--- src/hw/rtl/tlfd_pkg.sv ---
// ----------------------------------------------------------------------------
// tlfd_pkg
// Shared codes and widths for the type-length frame deframer.
// ----------------------------------------------------------------------------
package tlfd_pkg;

    // Field widths.
    localparam int BYTE_W   = 8;
    localparam int LEN_W    = 16;
    localparam int STATUS_W = 2;
    localparam int PHASE_W  = 2;
    localparam int CFG_IDX_W  = 2;
    localparam int CFG_DATA_W = 16;

    // The length high byte lands at this bit position.
    localparam int LEN_HI_SHIFT = 8;

    // Decoder phases.
    localparam logic [PHASE_W-1:0] PHASE_IDLE    = 2'd0;
    localparam logic [PHASE_W-1:0] PHASE_LEN_LO  = 2'd1;
    localparam logic [PHASE_W-1:0] PHASE_LEN_HI  = 2'd2;
    localparam logic [PHASE_W-1:0] PHASE_PAYLOAD = 2'd3;

    // Result status codes.
    localparam logic [STATUS_W-1:0] STATUS_WAIT     = 2'd0;
    localparam logic [STATUS_W-1:0] STATUS_COMPLETE = 2'd1;
    localparam logic [STATUS_W-1:0] STATUS_DROPPED  = 2'd2;

    // Configuration register indexes.
    localparam logic [CFG_IDX_W-1:0] REG_TYPE_CODE_A     = 2'd0;
    localparam logic [CFG_IDX_W-1:0] REG_TYPE_CODE_B     = 2'd1;
    localparam logic [CFG_IDX_W-1:0] REG_MAX_PAYLOAD     = 2'd2;
    localparam logic [CFG_IDX_W-1:0] REG_BUFFER_CAPACITY = 2'd3;

    // One result word.
    typedef struct packed {
        logic [STATUS_W-1:0] status;
        logic                size_error;
        logic                store_valid;
        logic [LEN_W-1:0]    store_offset;
        logic [BYTE_W-1:0]   store_data;
        logic [BYTE_W-1:0]   done_type;
        logic [LEN_W-1:0]    done_length;
    } t_result;

endpackage

--- src/hw/rtl/type_length_frame_deframer.sv ---
// The result word of a byte is loaded into the result register as the byte is accepted.
// Throughput: one received byte per cycle while the result register is free or being taken.
// The input is ready whenever the result register is empty or being taken.
// Reset (synchronous, active low): decoder goes idle, count and flags clear,
// registers return to type A 0, type B 1, max payload 256, capacity 256.
// ----------------------------------------------------------------------------
// type_length_frame_deframer
// Finds type-length frames in a byte stream and gives one result per byte.
// ----------------------------------------------------------------------------
module type_length_frame_deframer
    import tlfd_pkg::*;
(
    input  logic                  i_clk,
    input  logic                  i_rst_n,
    // Configuration write port.
    input  logic                  i_cfg_we,
    input  logic [CFG_IDX_W-1:0]  i_cfg_index,
    input  logic [CFG_DATA_W-1:0] i_cfg_data,
    // Received byte channel.
    input  logic                  i_rx_valid,
    output logic                  o_rx_ready,
    input  logic [BYTE_W-1:0]     i_rx_byte,
    // Result channel.
    output logic                  o_res_valid,
    input  logic                  i_res_ready,
    output logic [STATUS_W-1:0]   o_status,
    output logic                  o_size_error,
    output logic                  o_store_valid,
    output logic [LEN_W-1:0]      o_store_offset,
    output logic [BYTE_W-1:0]     o_store_data,
    output logic [BYTE_W-1:0]     o_done_type,
    output logic [LEN_W-1:0]      o_done_length
);

    // Configuration registers.
    logic [BYTE_W-1:0] r_type_a;
    logic [BYTE_W-1:0] r_type_b;
    logic [LEN_W-1:0]  r_max_payload;
    logic [LEN_W-1:0]  r_capacity;

    // Frame state.
    logic [PHASE_W-1:0] r_phase, n_phase;
    logic [BYTE_W-1:0]  r_held_type, n_held_type;
    logic [LEN_W-1:0]   r_held_length, n_held_length;
    logic [LEN_W-1:0]   r_count, n_count;
    logic               r_discard, n_discard;

    // Result register.
    logic    r_res_valid;
    t_result r_res, n_res;

    logic            accept;
    logic [LEN_W-1:0] full_length;
    logic [LEN_W-1:0] count_inc;
    logic            oversize;

    // A new byte may enter whenever the result register is free this cycle.
    assign o_rx_ready = !r_res_valid || i_res_ready;
    assign accept     = i_rx_valid && o_rx_ready;

    assign full_length = r_held_length | (LEN_W'(i_rx_byte) << LEN_HI_SHIFT);
    assign oversize    = (full_length > r_max_payload) || (full_length > r_capacity);
    assign count_inc   = r_count + LEN_W'(1);

    // Configuration writes.
    always_ff @(posedge i_clk) begin
        if (!i_rst_n) begin
            r_type_a      <= '0;
            r_type_b      <= BYTE_W'(1);
            r_max_payload <= LEN_W'(256);
            r_capacity    <= LEN_W'(256);
        end else if (i_cfg_we) begin
            case (i_cfg_index)
                REG_TYPE_CODE_A:     r_type_a      <= i_cfg_data[BYTE_W-1:0];
                REG_TYPE_CODE_B:     r_type_b      <= i_cfg_data[BYTE_W-1:0];
                REG_MAX_PAYLOAD:     r_max_payload <= i_cfg_data[LEN_W-1:0];
                REG_BUFFER_CAPACITY: r_capacity    <= i_cfg_data[LEN_W-1:0];
                default: begin
                end
            endcase
        end
    end

    // Per-byte frame decoding and result word.
    always_comb begin
        n_phase       = r_phase;
        n_held_type   = r_held_type;
        n_held_length = r_held_length;
        n_count       = r_count;
        n_discard     = r_discard;
        n_res         = '0;
        case (r_phase)
            PHASE_IDLE: begin
                if (i_rx_byte == r_type_a || i_rx_byte == r_type_b) begin
                    n_held_type   = i_rx_byte;
                    n_held_length = '0;
                    n_count       = '0;
                    n_discard     = 1'b0;
                    n_phase       = PHASE_LEN_LO;
                end
            end
            PHASE_LEN_LO: begin
                n_held_length = LEN_W'(i_rx_byte);
                n_phase       = PHASE_LEN_HI;
            end
            PHASE_LEN_HI: begin
                n_held_length = full_length;
                n_count       = '0;
                n_discard     = oversize;
                if (full_length == '0) begin
                    // Empty frame completes on its header.
                    n_res.status  = STATUS_COMPLETE;
                    n_res.done_type = r_held_type;
                    n_phase       = PHASE_IDLE;
                    n_held_type   = '0;
                    n_held_length = '0;
                    n_discard     = 1'b0;
                end else begin
                    n_phase          = PHASE_PAYLOAD;
                    n_res.size_error = oversize;
                end
            end
            default: begin
                // Payload byte: store it if the frame is kept and it fits.
                if (!r_discard && (r_count < r_capacity)) begin
                    n_res.store_valid  = 1'b1;
                    n_res.store_offset = r_count;
                    n_res.store_data   = i_rx_byte;
                end
                n_count = count_inc;
                if (count_inc >= r_held_length) begin
                    if (r_discard) begin
                        n_res.status     = STATUS_DROPPED;
                        n_res.size_error = 1'b1;
                    end else begin
                        n_res.status      = STATUS_COMPLETE;
                        n_res.done_type   = r_held_type;
                        n_res.done_length = r_held_length;
                    end
                    n_phase       = PHASE_IDLE;
                    n_held_type   = '0;
                    n_held_length = '0;
                    n_count       = '0;
                    n_discard     = 1'b0;
                end
            end
        endcase
    end

    // Frame state registers.
    always_ff @(posedge i_clk) begin
        if (!i_rst_n) begin
            r_phase       <= PHASE_IDLE;
            r_held_type   <= '0;
            r_held_length <= '0;
            r_count       <= '0;
            r_discard     <= 1'b0;
        end else if (accept) begin
            r_phase       <= n_phase;
            r_held_type   <= n_held_type;
            r_held_length <= n_held_length;
            r_count       <= n_count;
            r_discard     <= n_discard;
        end
    end

    // Result valid flag.
    always_ff @(posedge i_clk) begin
        if (!i_rst_n) begin
            r_res_valid <= 1'b0;
        end else if (accept) begin
            r_res_valid <= 1'b1;
        end else if (i_res_ready) begin
            r_res_valid <= 1'b0;
        end
    end

    // Result payload.
    always_ff @(posedge i_clk) begin
        if (accept) begin
            r_res <= n_res;
        end
    end

    assign o_res_valid    = r_res_valid;
    assign o_status       = r_res.status;
    assign o_size_error   = r_res.size_error;
    assign o_store_valid  = r_res.store_valid;
    assign o_store_offset = r_res.store_offset;
    assign o_store_data   = r_res.store_data;
    assign o_done_type    = r_res.done_type;
    assign o_done_length  = r_res.done_length;

    // A finished or dropped frame leaves the decoder idle.
    a_end_idle: assert property (@(posedge i_clk) disable iff (!i_rst_n)
        (o_res_valid && o_status != STATUS_WAIT) |-> (r_phase == PHASE_IDLE))
        else $error("frame end did not return decoder to idle");

    // A dropped frame always flags a size error.
    a_drop_err: assert property (@(posedge i_clk) disable iff (!i_rst_n)
        (o_res_valid && o_status == STATUS_DROPPED) |-> o_size_error)
        else $error("dropped frame without size error");

    // Stored bytes never come from a discarded frame.
    a_store_kept: assert property (@(posedge i_clk) disable iff (!i_rst_n)
        (o_res_valid && o_store_valid) |-> (!o_size_error && o_status != STATUS_DROPPED))
        else $error("byte stored from discarded frame");

    // While a result is waiting, no byte enters.
    a_hold: assert property (@(posedge i_clk) disable iff (!i_rst_n)
        (o_res_valid && !i_res_ready) |=> ($stable(r_phase) && $stable(r_count)))
        else $error("frame state moved while result stalled");

endmodule

--- config.mk ---
export PLATFORM = sky130hd
export DESIGN_NAME = type_length_frame_deframer
export DESIGN_NICKNAME = d
export VERILOG_FILES = /design/src/hw/rtl/tlfd_pkg.sv /design/src/hw/rtl/type_length_frame_deframer.sv
export SDC_FILE = /design/constraint.sdc
export NUM_CORES = 1
export LEC_CHECK = 0
export BUFFER_PORTS_ARGS = -buffer_cell sky130_fd_sc_hd__buf_2
export CORE_ASPECT_RATIO = 1.75
export CORE_MARGIN = 2
export CORE_UTILIZATION = 50
export CTS_CLUSTER_DIAMETER = 50
export DETAILED_ROUTE_END_ITERATION = 7
export PLACE_DENSITY = 0.66
export SLEW_MARGIN = 20
export SYNTH_ARGS = -nofsm -noshare
export SYNTH_HDL_FRONTEND = slang
export SYNTH_SLANG_ARGS = --single-unit
--- constraint.sdc ---
create_clock -name i_clk -period 10.3 [get_ports i_clk]
set_input_delay 1.03 -clock i_clk [delete_from_list [all_inputs] [get_ports i_clk]]
set_output_delay 1.03 -clock i_clk [all_outputs]
set_load 0.1 [all_outputs]
==> metrics.txt <==
final setup vio count 0; WL final 19.82 mm; NetSw 0.0004334 W; RSZ-0062 raised after global routing false; I/O pin cnt 85; WP data arrival 4.66 ns; Antenna Nets Post-Route 0; Total GRT Usage 0.2431; fin worst setup slack 5.983 ns; DP HPWL 14.82 mm; Worst Path Required 10.64 ns; number of global-route vias before repair 6087; Synth Instances 825; Slew @ Worst Pin 0.8759 ns; number of hold violations in the final report 0; Seq cells post-synth 144; clk sinks 144; vias per cell 5.702; Sw Share 0.2931; H-tree Lvls 4; gr ovfl total 0; area of the multi-input gates 3801 sq um; max-slew violation count 0; dpl ws 6.036 ns; Crit path top cell by count nor2_1; initial antenna violation count 0; ys async rst share 0; DRT Pass-1 Iters 4; Area growth syn-to-layout 15.41%; Synth Area per Inst 9.262 sq um; Mapped Nets 925; CP Max Fanout 13; CORE AREA 14910 sq um; total power 0.001479 W; maxcap violations 0; Setup CP Type flip-flop to flip-flop; DIE WIDTH 97.45 um; Int Pwr 0.001045 W; routed via count 6192; Ys Warns 0; Setup TNS 0 ns; Post-Syn Area 7641 sq um; DIE AREA 16330 sq um; Initial Util 0.5124; share of cells above drive strength 1 0.1606; First DRT Iteration DRCs 309; Critical Path Source Type flip-flop; post-CTS setup buffer count 0; pwr/cell area 167.7 nW/um^2; Worst path slowest cell a2111oi_4; Post-synth top cells nand2_1, dfxtp_1, inv_1; diode count 0; crit path buf inv count 1; Die H 167.5 um; Fill cells 1320; Seq/Total Area, Yosys 0.4454; most frequent cell after synthesis nand2_1; count of different cell masters after synthesis 56; Skew-Pair Late Insertion Delay 0.43 ns; CP cell instances ha_1 > nand3_1 > nor2_1 > nand2_1 > nor2_1 > xnor2_1 > inv_1 > ha_1 > o21ai_0 > nor2_1 > or4_4 > a2111oi_4 > nand2_2 > o221ai_1; EDFF count, synth 52; post-route minimum period 4.317 ns; DRC errors left 0; global placement routability congestion 0.9267; R2R setup slack 5.98 ns; skew final 0.01095 ns; CTS tree done; Comb power frac 0.135; Port Buffers 84; Max stage delay on crit path 0.79 ns; Final Net Count 990; DR WL/cell 18.25 um; worst vdd ir 0.1105 mV; Min-Delay Path Class flip-flop to flip-flop; CTS resizes 0; Yosys top cell by area dfxtp_1; top-area cell type share of the netlist area 0.2410; Slew headroom 0.4134; Top FF cell, synth dfxtp_1; FF/Latch Area 3403 sq um; clock share of power 0.449; sequential share of power 0.417; synth top area cells dfxtp_1, edfxtp_1, ha_1, nand2_1, mux2i_1; number of hold buffers added after cts 0; Pleak 3.647 nW; largest net degree at the start of global routing 54; status finished, final reports clean; endpoint type of the worst setup path flip-flop; CTS Buf Count 17; Clock transition at path regs 0.07 ns; fin crit share 0.4191; achievable frequency 0.2317 GHz; cell family with most CP delay simple AND/OR/NAND/NOR gates; clk buf depth 2; first-pass GRT wire length 31.38 mm; Root Buffer Master clkbuf_16; # rows 59
[layout by cell type (no fill, tap or decap), drive strengths merged, types with 4 or more instances in the layout]
cell type  count
o22ai          7
and2          17
buf           90
nand3b         4
nor2          31
clkinv         4
ha            69
nor4          20
nand3         38
a31oi         11
xor2          20
xnor2         10
nand2        118
a21oi         66
edfxtp        52
nor2b         10
a211oi         4
o211ai         6
nor3          25
dfxtp         92
inv           79
nand2b         6
o21ai         10
nand4         11
or2            9
a21o           9
clkbuf        17
mux2i         35
[through the flow]
step	cell area [sq um]	hold WS [ns]	utilization	std cells
6_report	8818	0.4556	0.5914	1086
3_3_place_gp	8154	0.4414	0.5468	1054
2_1_floorplan	7641	0.4335	-	825
4_1_cts	8800	0.4574	0.5901	1086
5_1_grt	8818	0.4810	0.5914	1086
3_5_place_dp	8154	0.4482	0.5468	1054
[flip-flops by register name, summed over array words and instances (netlist names), 16 cells and up]
signal,cells
r_count,16
r_held_length,16
r_max_payload,16
o_store_offset,16
o_done_length,16
r_capacity,16
[logic make-up after synthesis]
logic type	Yosys count	synth area share
xor+xnor	30	0.03439
flops	144	0.4454
mux	35	0.04585
compound gates	131	0.1105
simple gates	299	0.1901
buf+inv	117	0.06075
fa+ha+maj	69	0.1130
[power by group through the flow]
stage	clock [W]	combinational (W)	sequential, W
floorplan	0	0.0000797	0.000702
global placement	0	0.000193	0.000628
detailed placement	0	0.000197	0.000629
CTS	0.000670	0.000198	0.000616
global route	0.000692	0.000212	0.000618
finish	0.000664	0.000199	0.000616
[worst register-to-register path: stages (launching register included)]
cell and delay (ns):
dfxtp_1 0.46, ha_1 0.28, nand3_1 0.15, nor2_1 0.38, nand2_1 0.13, nor2_1 0.15, xnor2_1 0.17, inv_1 0.07
ha_1 0.30, o21ai_0 0.18, nor2_1 0.06, or4_4 0.55, a2111oi_4 0.79, nand2_2 0.31, o221ai_1 0.25
[worst paths after layout]
path / from / endpoint / cells after the start
min reg2reg: r_max_payload[3] / r_max_payload[3] / 2
max reg2reg: r_count[0] / r_count[8] / 14
min: r_max_payload[3] / r_max_payload[3] / 2
max: r_count[0] / r_count[8] / 14
[routing by layer]
layer / share of wire / wire [um] / vias to the layer above / GRT usage
met2: 0.54 / 10630 / 190 / 0.4504
li1: - / - / 3007 / -
met5: 0 / 0 / - / 0
met4: 0.044 / 867 / 0 / 0.1214
met3: 0.043 / 846 / 51 / 0.03756
met1: 0.38 / 7479 / 2944 / 0.2649
[cell type report]
cell class | count | area share
Clock buffer | 17 | 0.04824
Clock inverter | 15 | 0.02497
Inverter | 73 | 0.03107
Multi-Input combinational cell | 564 | 0.4310
Sequential cell | 144 | 0.3859
Tap cell | 183 | 0.02596
Timing Repair Buffer | 90 | 0.05278
Note: power is estimated with default switching activity, not from simulation.
